<file path="src/ffha_pkg.sv">
// shared types and constants of the first-fit heap allocator
package ffha_pkg;

	// heap geometry
	localparam int HEAP_BYTES = 4096;
	localparam int SLOT_BYTES = 16;
	localparam int HDR_BYTES  = 8;
	localparam int SLOTS      = HEAP_BYTES / SLOT_BYTES;
	localparam int SLOT_W     = $clog2(SLOTS);

	// header word and field widths
	localparam int WORD_W = 14;
	localparam int REQ_W  = 16;
	localparam int OFF_W  = 12;
	localparam int NEED_W = REQ_W + 1;

	// width of the next-slot sum of the list walk
	localparam int NXT_W = ((WORD_W - 4 > SLOT_W) ? WORD_W - 4 : SLOT_W) + 1;

	// header word values
	localparam logic [WORD_W-1:0] END_WORD  = WORD_W'(1);
	localparam logic [WORD_W-1:0] INIT_WORD = WORD_W'(HEAP_BYTES - SLOT_BYTES);

	// command codes
	localparam logic CMD_ALLOC = 1'b0;
	localparam logic CMD_FREE  = 1'b1;

	// status codes
	localparam logic [1:0] STATUS_OK      = 2'd0;
	localparam logic [1:0] STATUS_NO_FIT  = 2'd1;
	localparam logic [1:0] STATUS_BAD_PTR = 2'd2;

	typedef struct packed {
		logic              cmd;
		logic [REQ_W-1:0]  request_bytes;
		logic [OFF_W-1:0]  user_offset;
	} ffha_req_t;

	typedef struct packed {
		logic [1:0]        status;
		logic [OFF_W-1:0]  payload_offset;
	} ffha_rsp_t;

endpackage

</file>
<file path="src/ffha_ram.sv">
// generic single-port-write, single-port-read ram with registered read
module ffha_ram #(
	parameter int WIDTH = 8,
	parameter int DEPTH = 16
) (
	input  logic                     clk,
	input  logic                     we,
	input  logic [$clog2(DEPTH)-1:0] waddr,
	input  logic [WIDTH-1:0]         wdata,
	input  logic [$clog2(DEPTH)-1:0] raddr,
	output logic [WIDTH-1:0]         rdata
);

	logic [WIDTH-1:0] mem [DEPTH];

	// write port and registered read port
	always_ff @(posedge clk) begin
		if (we) begin
			mem[waddr] <= wdata;
		end
		rdata <= mem[raddr];
	end

endmodule

</file>
<file path="src/first_fit_heap_allocator_core.sv">
// first-fit heap allocator: header ram, list walker and response register
//
// The heap is cut into 16-byte slots, and each block's header word (size
// with the allocated flag in bit 0) lives in a 256-entry header ram, one
// entry per slot. After reset the block runs a clearing pass over every
// slot that writes the initial heap (one free block, then the end header)
// and holds req_stall high meanwhile. Each request walks the header list
// one header at a time, since the header ram has one registered read port
// and the next header's slot is known only after the current one is read.
// An allocate reads and checks each visited header and, on a fit, writes
// the allocated header and any split remainder; a free reads and checks
// each visited header and, on a match, merges with free neighbours.
// One request is in work at a time; the next request is taken right after
// the previous result is handed to the output register, and its own result
// waits in the sequencer until that register has room.
module first_fit_heap_allocator_core import ffha_pkg::*; (
	input  logic      clk,
	input  logic      arst_n,
	input  logic      req_valid,
	output logic      req_stall,
	input  ffha_req_t req,
	output logic      rsp_valid,
	input  logic      rsp_stall,
	output ffha_rsp_t rsp
);

	typedef enum logic [3:0] {
		ST_CLEAR,
		ST_IDLE,
		ST_A_RD,
		ST_A_CHK,
		ST_A_WHDR,
		ST_F_RD,
		ST_F_CHK,
		ST_F_ARD,
		ST_F_ACHK,
		ST_F_WFND,
		ST_F_WPRV,
		ST_RESP
	} state_t;

	state_t              state_q;
	logic [SLOT_W-1:0]   clr_q;
	logic [SLOT_W-1:0]   p_q;
	logic [SLOT_W-1:0]   found_q;
	logic [SLOT_W-1:0]   prev_q;
	logic                prev_vld_q;
	logic [WORD_W-1:0]   prev_w_q;
	logic [WORD_W-1:0]   fword_q;
	logic [NEED_W-1:0]   need_q;
	logic [OFF_W-1:0]    uoff_q;
	ffha_rsp_t           res_q;
	ffha_rsp_t           rsp_q;
	logic                rsp_valid_q;

	logic                we;
	logic [SLOT_W-1:0]   waddr;
	logic [WORD_W-1:0]   wdata;
	logic [WORD_W-1:0]   hdr_rdata;

	logic [NXT_W-1:0]    nxt_sum;
	logic                nxt_end;
	logic                is_end;
	logic                fits;
	logic [WORD_W-1:0]   rem;
	logic                do_split;
	logic [OFF_W-1:0]    slot_off;
	logic [NEED_W-1:0]   need_calc;

	// header store
	ffha_ram #(
		.WIDTH(WORD_W),
		.DEPTH(SLOTS)
	) u_hdr_ram (
		.clk  (clk),
		.we   (we),
		.waddr(waddr),
		.wdata(wdata),
		.raddr(p_q),
		.rdata(hdr_rdata)
	);

	// next slot of the walk and end detection
	assign nxt_sum  = NXT_W'(p_q) + NXT_W'(hdr_rdata[WORD_W-1:4]);
	assign nxt_end  = (hdr_rdata[WORD_W-1:1] == '0) || (nxt_sum >= NXT_W'(SLOTS));
	assign is_end   = (hdr_rdata == END_WORD);

	// fit test and split remainder for allocate
	assign fits     = !hdr_rdata[0] && (NEED_W'(hdr_rdata) >= need_q);
	assign rem      = hdr_rdata - need_q[WORD_W-1:0];
	assign do_split = (rem[WORD_W-1:4] != '0);
	assign slot_off = OFF_W'({p_q, 4'(HDR_BYTES)});

	// rounded block size of an allocate
	assign need_calc = (NEED_W'(req.request_bytes) + NEED_W'(HDR_BYTES + SLOT_BYTES - 1))
		& ~NEED_W'(SLOT_BYTES - 1);

	// header ram writes
	always_comb begin
		we    = 1'b0;
		waddr = p_q;
		wdata = '0;
		case (state_q)
			ST_CLEAR: begin
				we    = 1'b1;
				waddr = clr_q;
				if (clr_q == '0) begin
					wdata = INIT_WORD;
				end else if (clr_q == SLOT_W'(SLOTS - 1)) begin
					wdata = END_WORD;
				end
			end
			ST_A_CHK: begin
				if (fits) begin
					we = 1'b1;
					if (do_split) begin
						waddr = p_q + need_q[SLOT_W+3:4];
						wdata = rem;
					end else begin
						wdata = hdr_rdata | WORD_W'(1);
					end
				end
			end
			ST_A_WHDR: begin
				we    = 1'b1;
				wdata = need_q[WORD_W-1:0] | WORD_W'(1);
			end
			ST_F_WFND: begin
				we    = 1'b1;
				waddr = found_q;
				wdata = fword_q;
			end
			ST_F_WPRV: begin
				we    = 1'b1;
				waddr = prev_q;
				wdata = prev_w_q + fword_q;
			end
			default: begin
				we = 1'b0;
			end
		endcase
	end

	// sequencer and response register
	always_ff @(posedge clk or negedge arst_n) begin
		if (!arst_n) begin
			state_q     <= ST_CLEAR;
			clr_q       <= '0;
			p_q         <= '0;
			prev_vld_q  <= 1'b0;
			rsp_valid_q <= 1'b0;
		end else begin
			if (rsp_valid_q && !rsp_stall && (state_q != ST_RESP)) begin
				rsp_valid_q <= 1'b0;
			end
			case (state_q)
				ST_CLEAR: begin
					clr_q <= clr_q + 1'b1;
					if (clr_q == SLOT_W'(SLOTS - 1)) begin
						state_q <= ST_IDLE;
					end
				end
				ST_IDLE: begin
					if (req_valid) begin
						p_q        <= '0;
						prev_vld_q <= 1'b0;
						need_q     <= need_calc;
						uoff_q     <= req.user_offset;
						if (req.cmd == CMD_FREE) begin
							state_q <= ST_F_RD;
						end else if (req.request_bytes == '0) begin
							res_q.status         <= STATUS_NO_FIT;
							res_q.payload_offset <= '0;
							state_q              <= ST_RESP;
						end else begin
							state_q <= ST_A_RD;
						end
					end
				end
				ST_A_RD: begin
					state_q <= ST_A_CHK;
				end
				ST_A_CHK: begin
					if (is_end) begin
						res_q.status         <= STATUS_NO_FIT;
						res_q.payload_offset <= '0;
						state_q              <= ST_RESP;
					end else if (fits) begin
						res_q.status         <= STATUS_OK;
						res_q.payload_offset <= slot_off;
						state_q              <= do_split ? ST_A_WHDR : ST_RESP;
					end else if (nxt_end) begin
						res_q.status         <= STATUS_NO_FIT;
						res_q.payload_offset <= '0;
						state_q              <= ST_RESP;
					end else begin
						p_q     <= nxt_sum[SLOT_W-1:0];
						state_q <= ST_A_RD;
					end
				end
				ST_A_WHDR: begin
					state_q <= ST_RESP;
				end
				ST_F_RD: begin
					state_q <= ST_F_CHK;
				end
				ST_F_CHK: begin
					if (is_end) begin
						res_q.status         <= STATUS_BAD_PTR;
						res_q.payload_offset <= '0;
						state_q              <= ST_RESP;
					end else if (hdr_rdata[0] && (slot_off == uoff_q)) begin
						found_q <= p_q;
						fword_q <= hdr_rdata & ~WORD_W'(1);
						if (nxt_end) begin
							state_q <= ST_F_WFND;
						end else begin
							p_q     <= nxt_sum[SLOT_W-1:0];
							state_q <= ST_F_ARD;
						end
					end else begin
						prev_q     <= p_q;
						prev_w_q   <= hdr_rdata;
						prev_vld_q <= 1'b1;
						if (nxt_end) begin
							res_q.status         <= STATUS_BAD_PTR;
							res_q.payload_offset <= '0;
							state_q              <= ST_RESP;
						end else begin
							p_q     <= nxt_sum[SLOT_W-1:0];
							state_q <= ST_F_RD;
						end
					end
				end
				ST_F_ARD: begin
					state_q <= ST_F_ACHK;
				end
				ST_F_ACHK: begin
					// merge with a free block after it
					if (!hdr_rdata[0] && (hdr_rdata != '0)) begin
						fword_q <= fword_q + hdr_rdata;
					end
					state_q <= ST_F_WFND;
				end
				ST_F_WFND: begin
					res_q.status         <= STATUS_OK;
					res_q.payload_offset <= '0;
					// merge into a free block before it
					if (prev_vld_q && !prev_w_q[0]) begin
						state_q <= ST_F_WPRV;
					end else begin
						state_q <= ST_RESP;
					end
				end
				ST_F_WPRV: begin
					state_q <= ST_RESP;
				end
				ST_RESP: begin
					if (!rsp_valid_q || !rsp_stall) begin
						rsp_q       <= res_q;
						rsp_valid_q <= 1'b1;
						state_q     <= ST_IDLE;
					end
				end
				default: begin
					state_q <= ST_IDLE;
				end
			endcase
		end
	end

	assign req_stall = (state_q != ST_IDLE);
	assign rsp_valid = rsp_valid_q;
	assign rsp       = rsp_q;

	// an accepted item keeps the block busy
	a_busy_after_accept: assert property (@(posedge clk) disable iff (!arst_n)
		(req_valid && !req_stall) |=> (state_q != ST_IDLE))
		else $error("block idle right after accepting an item");

	// no header write while idle
	a_no_idle_write: assert property (@(posedge clk) disable iff (!arst_n)
		(state_q == ST_IDLE) |-> !we)
		else $error("header write while idle");

	// a failure carries a zero offset
	a_fail_zero_off: assert property (@(posedge clk) disable iff (!arst_n)
		(rsp_valid && (rsp.status != STATUS_OK)) |-> (rsp.payload_offset == '0))
		else $error("failed item with nonzero offset");

	// a nonzero offset is a successful allocate on a slot boundary plus header
	a_off_aligned: assert property (@(posedge clk) disable iff (!arst_n)
		(rsp_valid && (rsp.payload_offset != '0))
		|-> ((rsp.status == STATUS_OK) && (rsp.payload_offset[3:0] == 4'(HDR_BYTES))))
		else $error("payload offset not aligned to a block");

	// the block before a freed block lies below it
	a_prev_below: assert property (@(posedge clk) disable iff (!arst_n)
		(state_q == ST_F_WPRV) |-> (prev_q < found_q))
		else $error("merge target not before freed block");

endmodule
</file>
<file path="config.mk">
export PLATFORM = sky130hd
export DESIGN_NAME = first_fit_heap_allocator_core
export DESIGN_NICKNAME = d
export VERILOG_FILES = /design/src/ffha_pkg.sv /design/src/ffha_ram.sv /design/src/first_fit_heap_allocator_core.sv
export SDC_FILE = /design/constraint.sdc
export NUM_CORES = 2
export LEC_CHECK = 0
export ABC_AREA = 1
export BUFFER_PORTS_ARGS = -buffer_cell sky130_fd_sc_hd__buf_2
export CORE_ASPECT_RATIO = 0.9
export CORE_MARGIN = 2
export CORE_UTILIZATION = 35
export CTS_CLUSTER_DIAMETER = 150
export DETAILED_ROUTE_END_ITERATION = 10
export MAX_ROUTING_LAYER = met4
export SLEW_MARGIN = 20
export SYNTH_ARGS = -nofsm -noshare
export SYNTH_HDL_FRONTEND = slang
export SYNTH_SLANG_ARGS = --single-unit
export TNS_END_PERCENT = 10
</file>
<file path="constraint.sdc">
create_clock -name clk -period 23.8 [get_ports clk]
set_input_delay 4.76 -clock clk [delete_from_list [all_inputs] [get_ports clk]]
set_output_delay 4.76 -clock clk [all_outputs]
set_load 0.03 [all_outputs]
</file>
== Yosys cells after proc, flatten, opt, wreduce, memory -nomap -nowiden ==
Memories as Yosys holds them, arrays and structs flattened. A register that Yosys moved wholly into a read port is not among the register bits.
Cells that the tools add are included.
Operators by class
  add/sub/neg operators: 7
  $mul: 0
  div/mod/pow operators: 0
  $lt $le $gt $ge: 2
  eq/ne operators: 30
  shifts and indexed selects: 0
  muxes and demuxes: 54
  bitwise logic cells: 2
  reductions and logical operators: 33
Operators with widths (count)
  $mux 14: 14
  $pmux 14 s5: 1
  $mux 8: 7
  $pmux 14 s4: 1
  $mux 4: 13
  $pmux 4 s11: 1
  $pmux 8 s4: 1
  $add 14x14->14: 2
  $pmux 14 s2: 1
  $pmux 8 s3: 1
  $ne 2x2->1 const B: 11
  $add 16x5->17 const B: 1
  $ge 14x17->1: 1
  $eq 4x3->1 const B: 4
  $eq 4x4->1 const B: 4
  $logic_not 16->1: 1
  $eq 14x1->1 const B: 1
  $reduce_bool 14->1: 1
  $sub 14x14->14: 1
  $logic_not 13->1: 1
  $eq 12x12->1: 1
  $mux 12: 1
  $reduce_and 4->1: 3
  $add 8x10->11: 1
  other kinds (26): 54
Storage, ports and cells
  flip-flop bits (word level): 119
  latch bits: 0
  bits in writable memories: 3584
  memory bits (read-only): 0
  bits of input ports: 33
  logic and storage cells: 144
  memories: 1
Memories
  u_hdr_ram.mem: words 256, width 14, rd ports 1, clocked after Yosys merged registers in 1, write ports 1, RTL line ffha_ram.sv:14  | logic [WIDTH-1:0] mem [DEPTH];

== Depth between registers and ports, before layout ==
  depth after elaboration: 7
  gate-level depth with buffers: 23

== Modules after synthesis ==
From an unflattened synthesis, not the netlist that was laid out.
Second synthesis, totals
  cell total of the unflattened synthesis: 13002
  area, all modules: 152780.3 µm²
Modules (own cells, without submodules)
  ffha_ram: instances 1, cells each 11962, area each 144508.6 µm², seq. area each 107903.5 µm²
  first_fit_heap_allocator_core: instances 1, cells each 1040, area each 8271.7 µm², seq. area each 3283.1 µm²

== Least setup slack after synthesis ==
No wires, ideal clock.
  path type: register -> register
  start point: reg state_q[3]
  end point: mem u_hdr_ram.mem[0][0] (netlist bit), data pin
  setup time: 3367 ps
  arrival: 17244 ps
  required time: 20433 ps
  slack: 3189 ps
  cell stages (with the launch flop): 6
  path buffers: 1
  clock period less this slack: 20611 ps
  cell sequence: dfrtp_1 -> or2_4 -> nor2_4 -> inv_1 -> buf_2 -> o311ai_0
On the way
  longest elaborated chain between the ends: 2
RTL lines
  start, declared: RTL line first_fit_heap_allocator_core.sv:42  | state_t state_q;
  start signal, assigned: RTL line first_fit_heap_allocator_core.sv:191  | state_q <= do_split ? ST_A_WHDR : ST_RESP;
  $eq 4x4->1 (tied with other cells): RTL line first_fit_heap_allocator_core.sv:103  | case (state_q)
  $pmux 14 s5 (*): RTL line first_fit_heap_allocator_core.sv:103
  net u_hdr_ram.wdata[0]: RTL line ffha_ram.sv:9  | input logic [WIDTH-1:0] wdata,
  end, declared: RTL line ffha_ram.sv:14
The timed path passes the listed nets; every way through them passes the cells marked *.

==> qor.csv <==
metric,value,unit
run_status,completed,
synth.cell_area,0.150,mm²
start_util,0.351,
post-route-util,0.396,
irDropWorstVdd,0.0000810,V
yosys_warnings,0,
port-buffer-count,45,
avgRoutedWirePerCell,24.2,µm
end_kind,flop,
core,0.428,mm²
drv_cap,0,
synth.top_cell.area_share,0.735,
drc,0,
ys_ff_latch,3711,
ctsHoldBuffers,0,
firstDrtPassIters,6,
seq_area_frac_synth,0.741,
crit_family,buffers and inverters,
final.setup.worst_slack,16570,ps
antenna_found_initial,18,
worstPathArrival,7970,ps
pre_cts_ws,16120,ps
clock_path_buffers,4,
synth_edf_count,3675,
die_x,694,µm
cts-root-buf,clkbuf_16,
place.gp.congestion,0.862,
required,24550,ps
clkSlewWorstSetupHoldPaths,60,ps
clock_latency,970,ps
hold_viol,0,
slew_headroom,0.161,
ant_nets,0,
hp-class,flop to flop,
slowest_stage,a31oi_1,
cts_buffers,387,
syn_avg_cell_area,12.6,µm²
r2r_slack,16570,ps
p_leak,56.6,nW
fin_crit,7230,ps
startpoint_type,flop,
synth_cells,11957,
yosys.cell_types.count,59,
cts.sinks,3711,
path_class,flop to flop,
synth-async-reset-ratio,0.00593,
cts_setup_buffers,0,
vias,98626,
fin_crit_sh,0.304,
grt.total_usage,0.198,
finClkSkew,63.4,ps
routed_wl,432000,µm
viasPerCell,5.52,
tightest_slew,1250,ps
fmax,138,MHz
yosysTopAreaCell,edfxtp_1,
dieArea,0.434,mm²
finalSetupViolations,0,
synth.top_cells.by_count,"3675 x edfxtp_1, 2117 x nor2_1, 1845 x o21ai_0",
tritoncts,done,
cpPeakStageDelay,1020,ps
crit_top_cell,nand3_1,
htreeDepth,5,
grt_setup_unrepaired,false,
post_cts_resized,0,
grt_max_degree,187,
dr.first_iter.drc_count,13074,
grt_pass1_vias,91329,
pin_count,49,
dpl.hpwl,233000,µm
drive_gt1_frac,0.0918,
p_per_area,112,mW/mm²
overflow,0,
std_cell_rows,228,
die_h,625,µm
yosysMostFrequentCell,edfxtp_1,
areaGrowthSynthToFinish,12.9,%
crit_buf_inv,6,
cp_cell_sequence,inv_8 > buf_12 > buf_4 > buf_12 > buf_4 > buf_4 > o21ai_0 > o22ai_1 > nand2_1 > nand3_1 > nand3_1 > nand3_1 > nand3_1 > a31oi_1,
cp_max_fo,181,
nets,12006,
fin_tns_setup,0,ps
grt_pass1_wl,630000,µm
synth-main-ff-cell,edfxtp_1,
drv_slew,0,
ys_top_cells_by_area,"edfxtp_1 73%, o21ai_0 6.1%, nor2_1 5.3%, o22ai_1 3.7%, nand3_1 3.0%",
## worst paths after layout
kind | to | depth (start not counted) | startpoint
worst min-delay path | rsp[12] | 0 | res_q[12]
worst min register to register | rsp[12] | 0 | res_q[12]
min in group asynchronous | state_q[2] | 1 | arst_n
worst max-delay path | u_hdr_ram.rdata[4] | 14 | p_q[1]
worst max register to register | u_hdr_ram.rdata[4] | 14 | p_q[1]
max in group asynchronous | p_q[0] | 1 | arst_n
## power breakdown
group | switching, mW | internal (mW)
combinational | 3.91 | 1.11
clock | 2.56 | 3.36
sequential | 0.123 | 7.86
## sequential cells by signal (all words and copies together) (netlist names), 11 cells and up
register / flops
uoff_q: 12
fword_q: 14
prev_w_q: 14
res_q: 11
u_hdr_ram.rdata: 14
need_q: 13
rsp: 11
u_hdr_ram.mem: 3584
## placed cells by master (no fill, tap or decap), drive strengths merged, types with 3 or more instances in the layout
cell	synthesis	final
xor2	27	27
nand3b	9	9
or2	10	10
o21bai	3	3
a211oi	3	3
nor2	2165	2165
a31oi	22	22
nand4	13	13
nor4	7	7
nand2	1132	1132
ha	53	53
clkinvlp	0	11
xnor2	10	10
diode	0	8
conb	1	3
nor3	12	12
clkbuf	597	479
a21o	3	3
edfxtp	3675	3675
and3	17	17
bufinv	0	30
fa	5	5
nand3	932	932
buf	246	410
o2111ai	6	6
o21ai	1845	1845
dfxtp	14	14
o211ai	8	8
dfrtp	22	22
inv	139	155
o221ai	3	3
a21oi	54	54
o22ai	899	899
clkinv	2	167
a221oi	11	11
## final cells by class
cell class | count | area [µm²]
diodes | 8 | 20.0
clock buffers | 479 | 10100
clock inverters | 222 | 2130
fillers | 39744 | 258000
inverters | 141 | 573
multi-input cells | 7264 | 35100
flip-flops and latches | 3711 | 111000
well taps | 5635 | 7050
repair buffers | 410 | 3300
## through the flow
stage                     hold WS, ps  instance area, µm²  std cells  power, mW
after CTS                         426              169000      17859       18.9
after global routing              427              170000      17868       19.6
after floorplan                   400              150000      11959       11.2
after detailed placement          411              157000      17158       13.0
final                             419              170000      17870       18.9
after global placement            405              157000      17158       13.0
## layer usage
layer,vias up,wire length (µm),share of wire,global-route usage
li1,43958,-,-,-
met1,49381,183000,0.42,0.275
met2,4545,194000,0.45,0.294
met3,742,41100,0.095,0.0355
met4,0,14400,0.033,0.0613
met5,-,0,0,-
## cell families (layout without fill, tap and decap cells)
kind of cell | count (synthesis) | count (layout) | synth area share
compound gates | 2867 | 2867 | 0.104
xor+xnor | 37 | 37 | 0.00216
fa+ha+maj | 58 | 58 | 0.00508
buf+inv | 984 | 1252 | 0.0270
flops | 3711 | 3711 | 0.741
other cells | 1 | 11 | 0.0000250
simple gates | 4299 | 4299 | 0.121
(Power assumes the default switching activity.)
